<file path="src/rtl/core/bls_pkg.sv">
`default_nettype none

package bls_pkg;

	// fixed field widths of the item ports
	localparam int IDX_W = 10;
	localparam int FLD_W = 24;
	localparam int LEN_W = 25;
	localparam int CNT_W = 13;

	// operation codes
	localparam logic OP_WRITE   = 1'b0;
	localparam logic OP_MEASURE = 1'b1;

	// start, running and done of one serial arithmetic unit
	typedef struct packed {
		logic start;
	} unit_cmd_t;

	typedef struct packed {
		logic running;
		logic done;
	} unit_stat_t;

endpackage

`default_nettype wire

</file>
<file path="src/rtl/core/bls_isqrt.sv">
`default_nettype none

// Truncating integer square root, one root bit per cycle.
module bls_isqrt import bls_pkg::*; #(
	parameter int RW = 25
) (
	input  wire logic              clk,
	input  wire logic              arst_n,
	input  wire unit_cmd_t         cmd,
	input  wire logic [2*RW-1:0]   radicand,
	output unit_stat_t             stat,
	output logic      [RW-1:0]     root
);

	localparam int CTW = $clog2(RW + 1);

	logic [2*RW-1:0] rad_q;
	logic [RW:0]     rem_q;
	logic [RW-1:0]   root_q;
	logic [CTW-1:0]  cnt_q;
	logic            run_q;
	logic            done_q;
	logic [RW+2:0]   r2;
	logic [RW+2:0]   trial;
	logic            ge;

	// next two radicand bits against 4*root+1
	assign r2    = {rem_q, rad_q[2*RW-1 -: 2]};
	assign trial = {1'b0, root_q, 2'b01};
	assign ge    = (r2 >= trial);

	always_ff @(posedge clk or negedge arst_n) begin
		if (!arst_n) begin
			run_q  <= 1'b0;
			done_q <= 1'b0;
			cnt_q  <= '0;
		end else begin
			done_q <= 1'b0;
			if (cmd.start) begin
				run_q <= 1'b1;
				cnt_q <= '0;
			end else if (run_q) begin
				cnt_q <= cnt_q + 1'b1;
				if (cnt_q == CTW'(RW - 1)) begin
					run_q  <= 1'b0;
					done_q <= 1'b1;
				end
			end
		end
	end

	// remainder stays below 2*root+1, so RW+1 bits hold it
	always_ff @(posedge clk) begin
		if (cmd.start) begin
			rad_q  <= radicand;
			rem_q  <= '0;
			root_q <= '0;
		end else if (run_q) begin
			rad_q  <= rad_q << 2;
			rem_q  <= ge ? (RW+1)'(r2 - trial) : r2[RW:0];
			root_q <= {root_q[RW-2:0], ge};
		end
	end

	assign stat.running = run_q;
	assign stat.done    = done_q;
	assign root         = root_q;

endmodule

`default_nettype wire

</file>
<file path="config.mk">
export PLATFORM = sky130hd
export DESIGN_NAME = bls_isqrt
export DESIGN_NICKNAME = d
export VERILOG_FILES = /design/src/rtl/core/bls_pkg.sv /design/src/rtl/core/bls_isqrt.sv
export SDC_FILE = /design/constraint.sdc
export NUM_CORES = 1
export LEC_CHECK = 0
export BUFFER_PORTS_ARGS = -buffer_cell sky130_fd_sc_hd__buf_2
export CORE_AREA = 2 2 124 126
export DETAILED_ROUTE_END_ITERATION = 10
export DIE_AREA = 0 0 126 128
export PLACE_DENSITY = 0.69
export SLEW_MARGIN = 40
export SYNTH_ARGS = -nofsm -noshare
export SYNTH_HDL_FRONTEND = slang
export SYNTH_SLANG_ARGS = --single-unit
</file>
<file path="constraint.sdc">
create_clock -name clk -period 8.5 [get_ports clk]
set_input_delay 1.7 -clock clk [delete_from_list [all_inputs] [get_ports clk]]
set_output_delay 1.7 -clock clk [all_outputs]
set_load 0.03 [all_outputs]
</file>
==> flow_summary.toml <==
[setup_path]
start_kind = "flop"
worst_path_largest_cell_delay_ns = 0.58
end_kind = "flop"
r2r_end = "rem_q[8]"
required_ns = 8.73
worstPathCellList = "inv_1 > ha_1 > a21oi_1 > o21ai_1 > nor3_1 > or3b_4 > a31oi_4 > buf_4 > mux2_2 > mux2i_1 > nor2_1"
cpMaxStageDelayCell = "a31oi_4"
path_max_fanout = 26
cp.buffers_inverters = 2
r2r_cells = 11
crit_type = "reg -> reg"
cp.arrival_ns = 3.72
crit_family = "compound AO/OA/AOI/OAI gates"
r2r_start = "root[11]"
worst-r2r-setup-slack_ns = 5.01

[clock_tree]
cts_tree = "done"
cts_buffers = 9
h-tree-depth = 3
post_cts_resized = 0
clk_latency_ns = 0.36
hold_buffers = 0
root_buffer = "clkbuf_16"
clock-sinks = 108
post-cts-setup-buffers = 0
path_clk_slew_ns = 0.08
ctsLongestPathBuffers = 2

[detailed_routing]
drt_pass1_iterations = 4
drt_iter0_markers = 227
vias = 4290
detail-route-antenna-nets = 0
finalWirelength_um = 12090
wire_per_inst_um = 14.68
drc = 0
via_per_inst = 5.206

[timing]
fin_tns_setup_ns = 0
finClkSkew_ns = 0.009807
slew_headroom_pct = 50.24
rsz0062_at_grt = "no"
finalHoldViolations = 0
min_period_ns = 3.491
worst_pin_slew_ns = 0.7463
finalHoldWorstSlack_ns = 0.4926
maxClockFrequency_mhz = 286.4
period_share_pct = 41.08
drv_slew = 0
setup_violations = 0

[global_routing]
track_usage_pct = 15.32
grt_max_degree = 78
antenna_found_initial = 2
grt_pass1_wl_um = 20270
gr-total-overflow = 0
grt_pass1_vias = 4341

[final_layout]
final_common_cell = "buf_2"
multi_input_area_um2 = 2943
area_growth_pct = 13.49
final_nets = 712
seqCellArea_um2 = 2699
nFillCells = 1434
drive_gt1_share_pct = 26.30
layout_common_cells = "buf_2, nor2_1, dfxtp_1"
post-route-util_pct = 45.33

[yosys]
syn_nets = 651
synth_cells = 569
async_flop_share_pct = 6.481
yosys.area_share.simple_pct = 10.66
syn_area_per_cell_um2 = 10.43
syn-cell-area_um2 = 5937
synthAdderAreaFrac_pct = 6.112
synth_mux_area_share_pct = 14.35
synthXorXnorAreaFrac_pct = 3.688
ys_seq_area_share_pct = 45.44
synth-compound-area-share_pct = 14.75
synthFlopType = "dfxtp_1"
ys_ff_latch = 108
synth_top_family_by_area = "compound AO/OA/AOI/OAI gates"
synthDistinctLibCells = 57
yosysWarnings = 0
synth_edf_count = 50

[floorplanning]
start_util_pct = 39.94
dieArea_um2 = 16130
core_um2 = 14860
die_w_um = 126
dieHeight_um = 128
fp-row-count = 45
io_pins = 80

[power_and_ir_drop]
p_leak_nw = 2.944
p_per_area_nw_per_um2 = 321.0
irDropWorstVdd_mv = 0.1847
pwr-share-seq_pct = 31.3
p_sw_share_pct = 39.49
clockPowerShare_pct = 19.8
intPower_mw = 1.309
combPwrFrac_pct = 48.8
switchingPower_uw = 854.2

[worst_hold_path]
hp-start = "rem_q[0]"
holdPathStages = 2
holdPathEnd = "rem_q[0]"
hold_path_class = "reg -> reg"

[job]
drv_cap = 0

[placed_design]
hpwl_um = 8424
gp_congestion = 0.8192
io_buffers = 79

[run_status]
outcome = "finished, final reports clean"
## area by class of cell
type	instances	share of cell area (%)
Antenna cell	1	0.03714
Clock buffer	9	3.343
Inverter	34	1.931
Multi-Input combinational cell	395	43.68
Timing Repair Buffer	82	6.295
Sequential cell	108	40.06
Clock inverter	7	1.170
Tap cell	188	3.491
## metrics by stage
stage / instances / setup WS [ns] / total power [mW] / cell area (um2)
5_1_grt: 823 / 4.748 / 2.329 / 6735
2_1_floorplan: 569 / 5.117 / 1.577 / 5937
3_5_place_dp: 807 / 4.718 / 1.730 / 6431
3_3_place_gp: 807 / 4.787 / 1.710 / 6425
6_report: 824 / 5.009 / 2.163 / 6738
4_1_cts: 823 / 5.002 / 2.175 / 6735
## worst max-delay path by stage
stage,cells past startpoint,start,slack [ns],end
floorplan,3,cmd,5.12,rad_q[0]
finish,11,root[11],5.01,rem_q[8]
global placement,6,cmd,4.79,rem_q[24]
global route,11,root[11],4.75,rem_q[8]
detailed placement,6,cmd,4.72,rem_q[24]
CTS,11,root[11],5.00,rem_q[8]
## metal layers
| metal | track usage [%] | up-vias | part of all wire [%] |
|---|---|---|---|
| met5 | 0 | - | 0 |
| met4 | 5.688 | 0 | 1.5 |
| met3 | 6.052 | 17 | 8.0 |
| met2 | 24.32 | 106 | 45 |
| met1 | 18.90 | 2007 | 45 |
| li1 | - | 2160 | - |
## power by group through the flow
stage | sequential (mW) | clock, mW | combinational [mW]
floorplan | 0.678 | 0 | 0.899
global placement | 0.686 | 0 | 1.02
detailed placement | 0.688 | 0 | 1.04
CTS | 0.677 | 0.447 | 1.05
global route | 0.686 | 0.463 | 1.18
finish | 0.678 | 0.429 | 1.06
## synthesized netlist by cell type, types with 11 or more instances
library cell,instances,area share (%)
a211oi_1,16,2.0
a21o_1,11,1.4
a21oi_1,28,2.4
clkbuf_1,18,1.1
dfxtp_1,51,17
edfxtp_1,50,25
ha_1,29,6.1
inv_1,34,2.1
mux2_2,49,9.3
mux2i_1,30,5.1
nand2_1,18,1.1
nor2_1,72,4.6
o21ai_0,21,1.8
xnor2_1,11,1.6
xor2_1,14,2.1
## flip-flops by register name, summed over array words and instances (netlist names)
name    cells
cnt_q       5
rem_q      26
done_q      1
rad_q      50
root       25
run_q       1
## kinds of logic after synthesis
family / Yosys count
AO/OA/AOI/OAI: 125
multiplexers: 79
flip-flops: 108
buffers and inverters: 66
AND/OR/NAND/NOR: 137
adder cells (fa/ha/maj): 29
XOR/XNOR: 25
## worst min-delay path, delay by kind of cell, from the launching register on
family | cells | cell delay [ns]
and+or+nand+nor | 1 | 0.06
AOI/OAI and AO/OA | 1 | 0.05
DFF | 1 | 0.34
No activity file was read; power rests on OpenSTA's default activity.
