==> src/rtl/core/bls_pkg.sv <==
`default_nettype none

package bls_pkg;

	// fixed field widths of the item ports
	localparam int IDX_W = 10;
	localparam int FLD_W = 24;
	localparam int LEN_W = 25;
	localparam int CNT_W = 13;

	// operation codes
	localparam logic OP_WRITE   = 1'b0;
	localparam logic OP_MEASURE = 1'b1;

	// start, running and done of one serial arithmetic unit
	typedef struct packed {
		logic start;
	} unit_cmd_t;

	typedef struct packed {
		logic running;
		logic done;
	} unit_stat_t;

endpackage

`default_nettype wire

==> src/rtl/core/bls_div.sv <==
`default_nettype none

// Restoring unsigned divider, one quotient bit per cycle.
module bls_div import bls_pkg::*; #(
	parameter int NW  = 38,
	parameter int DVW = 13
) (
	input  wire logic            clk,
	input  wire logic            arst_n,
	input  wire unit_cmd_t       cmd,
	input  wire logic [NW-1:0]   numer,
	input  wire logic [DVW-1:0]  denom,
	output unit_stat_t           stat,
	output logic      [NW-1:0]   quot
);

	localparam int CTW = $clog2(NW + 1);

	logic [NW-1:0]  quo_q;
	logic [DVW-1:0] rem_q;
	logic [DVW-1:0] dvs_q;
	logic [CTW-1:0] cnt_q;
	logic           run_q;
	logic           done_q;
	logic [DVW:0]   t;
	logic           ge;

	assign t  = {rem_q, quo_q[NW-1]};
	assign ge = (t >= {1'b0, dvs_q});

	always_ff @(posedge clk or negedge arst_n) begin
		if (!arst_n) begin
			run_q  <= 1'b0;
			done_q <= 1'b0;
			cnt_q  <= '0;
		end else begin
			done_q <= 1'b0;
			if (cmd.start) begin
				run_q <= 1'b1;
				cnt_q <= '0;
			end else if (run_q) begin
				cnt_q <= cnt_q + 1'b1;
				if (cnt_q == CTW'(NW - 1)) begin
					run_q  <= 1'b0;
					done_q <= 1'b1;
				end
			end
		end
	end

	// numerator shifts out on top while quotient bits shift in below
	always_ff @(posedge clk) begin
		if (cmd.start) begin
			quo_q <= numer;
			rem_q <= '0;
			dvs_q <= denom;
		end else if (run_q) begin
			rem_q <= ge ? DVW'(t - {1'b0, dvs_q}) : t[DVW-1:0];
			quo_q <= (quo_q << 1) | NW'(ge);
		end
	end

	assign stat.running = run_q;
	assign stat.done    = done_q;
	assign quot         = quo_q;

endmodule

`default_nettype wire

==> config.mk <==
export PLATFORM = sky130hd
export DESIGN_NAME = bls_div
export DESIGN_NICKNAME = d
export VERILOG_FILES = /design/src/rtl/core/bls_pkg.sv /design/src/rtl/core/bls_div.sv
export SDC_FILE = /design/constraint.sdc
export NUM_CORES = 1
export LEC_CHECK = 0
export BUFFER_PORTS_ARGS = -buffer_cell sky130_fd_sc_hd__buf_2
export CAP_MARGIN = 25
export CORE_MARGIN = 4
export CORE_UTILIZATION = 40
export CTS_CLUSTER_DIAMETER = 50
export DETAILED_ROUTE_END_ITERATION = 7
export PLACE_DENSITY_LB_ADDON = 0.2
export RECOVER_POWER = 50
export SLEW_MARGIN = 0
export SYNTH_ARGS = -nofsm -noshare
export SYNTH_HDL_FRONTEND = slang
export SYNTH_SLANG_ARGS = --single-unit
==> constraint.sdc <==
create_clock -name clk -period 5.2 [get_ports clk]
set_input_delay 0.78 -clock clk [delete_from_list [all_inputs] [get_ports clk]]
set_output_delay 0.78 -clock clk [all_outputs]
set_load 0.1 [all_outputs]
==> run_results.csv <==
group,metric,value,unit
floorplan,start_util,0.408,
cts,cts.path.max_buffers,2,
cts,h-tree-depth,3,
floorplan,core_region_area,9200,sq um
synthesis,synth_top_area_frac,0.408,
floorplan,die_y,105,microns
floorplan,ioPinCount,94,
synthesis,synthFlopType,"edfxtp_1",
synthesis,yosys_warnings,0,
timing,hold_violations,0,
hold_path,holdCritPathClass,"input pin to asynchronous set/reset pin",
route,wl_met3,606,microns
route,wl_met2,3650,microns
setup_path,rrSetupSlack,1.46,ns
timing,fin_crit_sh,0.728,
cells_and_area,antenna-diode-count,0,
synthesis,ys_seq_elements,72,
timing,relSlewSlack,-1.35,
floorplan,core.rowCount,35,
floorplan,dieArea,11000,sq um
synthesis,synthTopCellsByArea,"edfxtp_1, mux2_2, dfxtp_1, dfrtp_1, ha_1",
cts,cts.sinks,72,
global_route,grtUsageTotal,0.152,
power_and_ir_drop,power_frac_comb,0.249,
global_route,grt_pass1_wl,13400,microns
timing,fin_ws,1.42,ns
run,maxCapViolations,2,
power_and_ir_drop,switching_share,0.351,
placed_design,pre_cts_ws,2.33,ns
placed_design,place.gp.congestion,0.806,
timing,setup_tns,0,ns
synthesis,synth_edf_count,51,
floorplan,die_x,105,microns
route,drtPass1Iterations,4,
synthesis,syn_area,3750,sq um
placed_design,dp_hpwl,5570,microns
route,drc,0,
power_and_ir_drop,powerDensity,357,nW/um^2
global_route,antenna_found_initial,0,
setup_path,critPathRequiredTime,5.30,ns
outcome,violations,"capacitance limit, slew limit",
power_and_ir_drop,ir_drop,234,uV
placed_design,port_buffers,93,
setup_path,crit_path_max_fanout,67,
power_and_ir_drop,seq_power_share,0.429,
cells_and_area,drive_gt1_frac,0.405,
synthesis,synth-async-reset-ratio,0.111,
route,routed_wl,7970,microns
cts,holdBufCountCts,0,
power_and_ir_drop,p_sw,0.000560,W
timing,worst_pin_slew,3.53,ns
cts,cts_resized,0,
route,ant_nets,0,
synthesis,synth_area_leader_cell,"edfxtp_1",
cts,cts_tree,"yes",
route,post_drt_via_cell_ratio,5.17,
timing,final-max-slew-violation-count,105,
synthesis,synth.most_common_cell,"edfxtp_1",
cts,clk_pin_slew,0.08,ns
synthesis,yosysUniqueCellTypes,47,
setup_path,worstSetupEndpointType,"flop",
global_route,grt_max_degree,68,
setup_path,arrival,3.88,ns
timing,finalSetupViolCount,0,
setup_path,worstSetupStartpointType,"input pin",
timing,clock_skew,0.0152,ns
timing,rsz0062_at_grt,"no",
global_route,grt_overflow_total,0,
route,top_layer,"met4",
synthesis,syn-num-nets,373,
cts,numCtsBuffers,9,
power_and_ir_drop,intPower,0.00103,W
timing,max_freq,0.264,GHz
cts,clk_latency,0.36,ns
power_and_ir_drop,clkPwrFrac,0.321,
synthesis,syn_avg_cell_area,12.4,sq um
cells_and_area,fill_cells,856,
setup_path,crit_type,"input pin to flop",
timing,period_needed,3.78,ns
cells_and_area,final_nets,467,
setup_path,crit_start,"cmd",
outcome,status,"complete, but fails checks",
power_and_ir_drop,p_leak,1.90,nW
cts,post-cts-setup-buffer-count,0,
route,vias,2650,
global_route,grt_pass1_vias,2726,
setup_path,r2r-start,"run_q",
cells_and_area,area_growth,19.0,%
cts,root_buffer,"clkbuf_8",
route,drt_iter0_drc,96,
route,wl_met1,3580,microns
synthesis,synth_common_cells,"edfxtp_1, mux2_2, nor2_1",
synthesis,netlist_instances,303,
synthesis,yosysSeqAreaShare,0.531,
route,wl_per_cell,15.5,microns
[state kept, by name (all words and copies together), names as in the netlist]
name / cells
rem_q: 13
quot: 38
run_q: 1
done_q: 1
cnt_q: 6
dvs_q: 13
[per-stage QoR]
stage | hold WS, ns | total power [W] | std cells | utilization | cell area, sq um
final | 0.332 | 0.00159 | 513 | 0.485 | 4460
after global routing | 0.362 | 0.00167 | 513 | 0.485 | 4460
after CTS | 0.241 | 0.00161 | 513 | 0.487 | 4480
after detailed placement | 0.469 | 0.00109 | 497 | 0.463 | 4260
after global placement | 0.467 | 0.00109 | 497 | 0.463 | 4260
after floorplan | 0.450 | 0.00102 | 303 | - | 3750
[path summary, 6_finish.rpt]
path | endpoint | depth (start not counted)
max | quot[26] | 3
max reg2reg | quot[28] | 5
min in group clk | rem_q[9] | 2
max in group asynchronous | cnt_q[5] | 1
min reg2reg | rem_q[9] | 2
min | cnt_q[1] | 1
[critical path, cell delays in order]
cell and delay (ns):
buf_2 0.09, clkbuf_1 2.47, mux2_2 0.50
[cell type report]
class	instances	area, sq um	share of cell area
sequential	72	1990	0.446
inverter	19	71.3	0.0160
multi-input combinational	198	1560	0.349
tap	111	139	0.0311
clock inverter	7	101	0.0227
timing repair buffer	97	477	0.107
clock buffer	9	124	0.0277
[logic make-up (layout without fill, tap and decap cells)]
family          Yosys count  count (layout)  share of synthesized area
mux                      41              41                      0.122
flops                    72              72                      0.531
simple gates             80              80                      0.110
xor+xnor                 12              12                     0.0280
buf+inv                  33             132                     0.0534
fa+ha+maj                16              16                     0.0554
compound gates           49              49                      0.101
[per-layer routing]
layer,up-vias,global-route usage
met2,87,0.236
met5,-,0
met4,0,0.0506
li1,1291,-
met1,1260,0.201
met3,12,0.0519
[power by group through the flow]
stage                     clock network, W  registers (W)  logic, W
after global routing              0.000557       0.000690  0.000419
final                             0.000512       0.000684  0.000397
after detailed placement                 0       0.000696  0.000396
after floorplan                          0       0.000919  0.000104
after CTS                         0.000530       0.000684  0.000397
after global placement                   0       0.000696  0.000395
[placed cells by master, fill, tap and decap left out, types with 2 or more instances in the layout]
cell type,n
inv_6,2
nand4_1,3
nor2b_1,3
dfrtp_1,8
o31ai_1,4
nand4b_1,3
or3_1,4
a211o_1,2
xnor2_1,8
and4_2,2
dfxtp_1,13
buf_2,90
clkbuf_1,7
nand2b_1,5
inv_1,19
mux2_2,38
nor3_1,4
xor2_1,4
a311oi_2,6
nand2_2,6
nor2_1,21
clkbuf_8,9
a211oi_1,3
o21ai_0,10
a21o_1,2
a31oi_1,2
a21oi_1,10
mux2i_1,3
nand2_1,20
ha_1,15
nand3_1,4
edfxtp_1,51
bufinv_16,2
Note: power is estimated with default switching activity, not from simulation.
