===== config.mk =====
export PLATFORM = sky130hd
export DESIGN_NAME = bls_sqmul
export DESIGN_NICKNAME = d
export VERILOG_FILES = /design/src/rtl/core/bls_pkg.sv /design/src/rtl/core/bls_sqmul.sv
export SDC_FILE = /design/constraint.sdc
export NUM_CORES = 1
export LEC_CHECK = 0
export BUFFER_PORTS_ARGS = -buffer_cell sky130_fd_sc_hd__buf_4
export CORE_MARGIN = 3
export CORE_UTILIZATION = 60
export CTS_CLUSTER_DIAMETER = 80
export DETAILED_ROUTE_END_ITERATION = 8
export PLACE_DENSITY = 0.8
export SYNTH_ARGS = -nofsm -noshare
export SYNTH_HDL_FRONTEND = slang
export SYNTH_SLANG_ARGS = --single-unit

===== constraint.sdc =====
create_clock -name clk -period 7.7 [get_ports clk]
set_input_delay 2.31 -clock clk [delete_from_list [all_inputs] [get_ports clk]]
set_output_delay 2.31 -clock clk [all_outputs]
set_load 0.01 [all_outputs]

===== src/rtl/core/bls_pkg.sv =====
`default_nettype none

package bls_pkg;

	// fixed field widths of the item ports
	localparam int IDX_W = 10;
	localparam int FLD_W = 24;
	localparam int LEN_W = 25;
	localparam int CNT_W = 13;

	// operation codes
	localparam logic OP_WRITE   = 1'b0;
	localparam logic OP_MEASURE = 1'b1;

	// start, running and done of one serial arithmetic unit
	typedef struct packed {
		logic start;
	} unit_cmd_t;

	typedef struct packed {
		logic running;
		logic done;
	} unit_stat_t;

endpackage

`default_nettype wire


===== src/rtl/core/bls_sqmul.sv =====
`default_nettype none

// Sum of squared coordinate differences, one multiplier bit per cycle on
// all three axes at once.
module bls_sqmul import bls_pkg::*; #(
	parameter int CW = 24
) (
	input  wire logic                clk,
	input  wire logic                arst_n,
	input  wire unit_cmd_t           cmd,
	input  wire logic [3*CW-1:0]     a_pos,
	input  wire logic [3*CW-1:0]     b_pos,
	output unit_stat_t               stat,
	output logic      [2*CW+1:0]     sq_sum
);

	localparam int DW  = CW + 1;
	localparam int SQW = 2 * CW + 2;
	localparam int CTW = $clog2(DW + 1);

	logic [DW-1:0]  mplr_q [3];
	logic [SQW-1:0] mcnd_q [3];
	logic [SQW-1:0] acc_q;
	logic [CTW-1:0] cnt_q;
	logic           run_q;
	logic           done_q;
	logic [DW-1:0]  absd [3];
	logic [SQW-1:0] addsum;

	// absolute differences per axis
	always_comb begin
		logic signed [DW-1:0] df;
		for (int k = 0; k < 3; k++) begin
			df = DW'(signed'(a_pos[k*CW +: CW])) - DW'(signed'(b_pos[k*CW +: CW]));
			absd[k] = df[DW-1] ? DW'(-df) : DW'(df);
		end
	end

	// partial products selected by the current multiplier bits
	always_comb begin
		addsum = acc_q;
		for (int k = 0; k < 3; k++) begin
			if (mplr_q[k][0]) begin
				addsum = addsum + mcnd_q[k];
			end
		end
	end

	// step control
	always_ff @(posedge clk or negedge arst_n) begin
		if (!arst_n) begin
			run_q  <= 1'b0;
			done_q <= 1'b0;
			cnt_q  <= '0;
		end else begin
			done_q <= 1'b0;
			if (cmd.start) begin
				run_q <= 1'b1;
				cnt_q <= '0;
			end else if (run_q) begin
				cnt_q <= cnt_q + 1'b1;
				if (cnt_q == CTW'(DW - 1)) begin
					run_q  <= 1'b0;
					done_q <= 1'b1;
				end
			end
		end
	end

	// shift and accumulate
	always_ff @(posedge clk) begin
		if (cmd.start) begin
			acc_q <= '0;
			for (int k = 0; k < 3; k++) begin
				mplr_q[k] <= absd[k];
				mcnd_q[k] <= SQW'(absd[k]);
			end
		end else if (run_q) begin
			acc_q <= addsum;
			for (int k = 0; k < 3; k++) begin
				mplr_q[k] <= mplr_q[k] >> 1;
				mcnd_q[k] <= mcnd_q[k] << 1;
			end
		end
	end

	assign stat.running = run_q;
	assign stat.done    = done_q;
	assign sq_sum       = acc_q;

endmodule

`default_nettype wire


==> summary.md <==
| Metric | Value |
|---|---|
| Seq/Total Area, Yosys | 30.3% |
| Count leader, synth | nor2_1 |
| Core area | 42500 µm² |
| Top FF cell, synth | edfxtp_1 |
| Critical path's slowest cell | o31ai_4 |
| Critical Path End | sq_sum[49] |
| Die width | 215 µm |
| Met1 GRT Util | 41.0% |
| Asr flop ratio synth | 2.48% |
| Routed Wire Length | 79800 µm |
| Routed vias/inst | 6.27 |
| Slew at the pin closest to its max-slew limit | 1.06 ns |
| Die Y | 215 µm |
| Starting Density | 61.5% |
| # nets final | 3716 |
| Gr busiest metal | met2 |
| Synth top area share | 25.8% |
| Vias | 24700 |
| Post-route antenna net violation count | 0 |
| Part of the power in the clock network | 15.2% |
| Fillers | 3234 |
| Setup TNS | 0 ns |
| Worst Path Max Fanout | 4 |
| Top post-synthesis cells by count | nor2_1 (290), a21oi_1 (245), nand2_1 (237) |
| Flops & latches, synth | 282 |
| First-pass GRT wire length | 125000 µm |
| R2R setup slack | 0.27 ns |
| Diode count | 0 |
| Endpoints failing hold | 0 |
| CTS tree | done |
| Area of the multi-input gates | 17600 µm² |
| Syn Inst Count | 3062 |
| R2r worst-path depth | 39 |
| Min-delay src | mplr_q[0][51] |
| Synth Warn # | 0 |
| H-tree Lvls | 2 |
| CP startpoint kind | flip-flop |
| Worst min-delay path class | flip-flop to flip-flop |
| Setup crit start | mcnd_q[0][0] |
| Area delta synth->final | 17.9% |
| Wirelength per Cell | 20.3 µm |
| Dpl hpwl | 61200 µm |
| Slew margin rel. | 29.3% |
| Sw Ratio | 45.1% |
| Routability cong. | 1.04 |
| F_max | 0.135 GHz |
| Fin. max-slew vios | 0 |
| Initial antenna violation count | 0 |
| Status | complete, no violations |
| Unique cell type count in the Yosys netlist | 99 |
| Max IR drop VDD | 251 µV |
| I/O pin count | 199 |
| Combinational power share | 64.7% |
| Critical path class | flip-flop to flip-flop |
| Slowest Stage Delay on Critical Path | 0.44 ns |
| Seq pwr share | 20.1% |
| RR Startpoint | mcnd_q[0][0] |
| Worst Setup End Kind | flip-flop |
| Clock Latency Late Sink | 0.55 ns |
| R2R Path End | sq_sum[49] |
| CP required | 8.11 ns |
| Static leakage | 14.0 nW |
| Final setup violation count | 0 |
| CTS buffer count | 35 |
| Int Power | 6.10 mW |
| Clock Skew | 0.0177 ns |
| GR met2 Demand/Resource | 56.8% |
| Drt initial violations | 1892 |
| Pwr per Cell Area | 361 nW/µm² |
| Largest net degree at the start of global routing | 169 |
| Longest Clk Path Bufs | 3 |
| Max-cap violations | 0 |
| Post-synth net total | 3445 |
| Cell taking the most area after synthesis | edfxtp_1 |
| Gr usage total | 33.1% |
| Mapped cell area | 26200 µm² |
| Die Area | 46100 µm² |
| Worst Path Arrival | 7.85 ns |
| Cell row count | 75 |
| Share of cells above drive strength 1 | 18.2% |
| Overall power | 11.1 mW |
| 1st-pass router iterations | 6 |
| Port Buf Inserts | 198 |
| EDFF count, synth | 225 |
| Sequential Area | 7940 µm² |
| Syn Area/Cell | 8.54 µm² |
| Top cells by area, synth | edfxtp_1 (26%), ha_1 (11%), a21oi_1 (4.7%) |
| Fin util | 72.5% |
| Min Tclk post-route | 7.43 ns |
| Part of the cycle the worst path needs | 96.5% |
| Grt ovf | 0 |
| Worst path most repeated cell | buf_4 |
| Num Clock Sinks | 282 |
| CTS clk-pin slew, worst paths | 0.06 ns |
| M3 GR Usage | 4.38% |
| Switching pwr | 5.02 mW |
| Clock root cell | clkbuf_16 |
| Vias in the first global route | 24000 |
| DRC | 0 |
## final cells by class
class	instances	share of cell area [%]
Clock buffer	46	3.21
Clock inverter	17	0.564
Inverter	172	2.11
Multi-Input combinational cell	2472	57.0
Sequential cell	282	25.7
Tap cell	577	2.34
Timing Repair Buffer	370	9.06
## what timing repair did
| action | CTS | global route |
|---|---|---|
| hold buffers | 0 | 0 |
| setup buffers | 2 | 11 |
| cloned | 0 | 0 |
| hold endpoints to repair | 0 | 0 |
| resized for setup | 5 | 110 |
| endpoints found under the setup margin | 13 | 16 |
| pin swaps | 1 | 26 |
## power by group through the flow
stage / logic, mW / clock network [mW] / registers (mW)
global route: 7.85 / 1.77 / 2.26
global placement: 6.61 / 0 / 2.24
CTS: 6.79 / 1.70 / 2.23
finish: 7.20 / 1.69 / 2.24
floorplan: 4.70 / 0 / 2.20
detailed placement: 6.71 / 0 / 2.25
## metal layers
layer / up-vias / wire [µm] / part of all wire [%]
met3: 220 / 4850 / 6.1
met1: 11700 / 31800 / 40
met5: - / 0 / 0
met2: 893 / 38700 / 49
met4: 0 / 4470 / 5.6
li1: 11800 / - / -
## worst min path at each step
stage / endpoint / slack, ns / cells past startpoint
final: mplr_q[0][50] / 0.52 / 1
after global routing: mplr_q[0][41] / 0.53 / 1
after CTS: sq_sum[29] / 0.52 / 2
after detailed placement: mplr_q[0][27] / 0.50 / 1
after global placement: mplr_q[0][0] / 0.50 / 1
after floorplan: mplr_q[0][43] / 0.49 / 2
## cells by family (layout without fill, tap and decap cells)
group | Yosys count | in the layout | share of synthesized area [%]
flops | 282 | 282 | 30.3
mux | 97 | 97 | 4.06
compound gates | 966 | 966 | 24.6
buf+inv | 308 | 605 | 4.45
simple gates | 938 | 938 | 17.3
fa+ha+maj | 236 | 236 | 11.5
xor+xnor | 235 | 235 | 7.87
## state kept, by name (all words and copies together), names as in the netlist
register and count:
mplr_q 75, sq_sum 50, done_q 1, mcnd_q 150, run_q 1, cnt_q 5
## metrics by stage
step	area, µm²	hold slack, ns	setup WS (ns)	cells
4_1_cts	30300	0.521	0.00518	3925
2_1_floorplan	26200	0.491	0.692	3062
5_1_grt	30800	0.533	-0.104	3936
6_report	30800	0.521	0.266	3936
3_3_place_gp	29100	0.502	-0.0638	3860
3_5_place_dp	29100	0.504	-0.271	3860
## layout by cell type (no fill, tap or decap), types with 100 or more instances in the layout
cell,instances
buf_4,368
a21oi_1,230
nand2_1,237
nor2_1,284
edfxtp_1,225
inv_1,171
xor2_1,100
o21ai_0,131
a21o_1,137
xnor2_1,134
ha_1,221
## worst max-delay path, delay by kind of cell, from the launching register on
| kind | cells | cell delay, ns |
|---|---|---|
| AO/OA/AOI/OAI | 18 | 3.49 |
| XOR/XNOR | 2 | 0.35 |
| adder cells (fa/ha/maj) | 4 | 0.98 |
| buffers and inverters | 6 | 0.82 |
| flip-flops | 1 | 0.41 |
| multiplexers | 1 | 0.38 |
| AND/OR/NAND/NOR | 8 | 0.88 |
No activity file was read; power rests on OpenSTA's default activity.
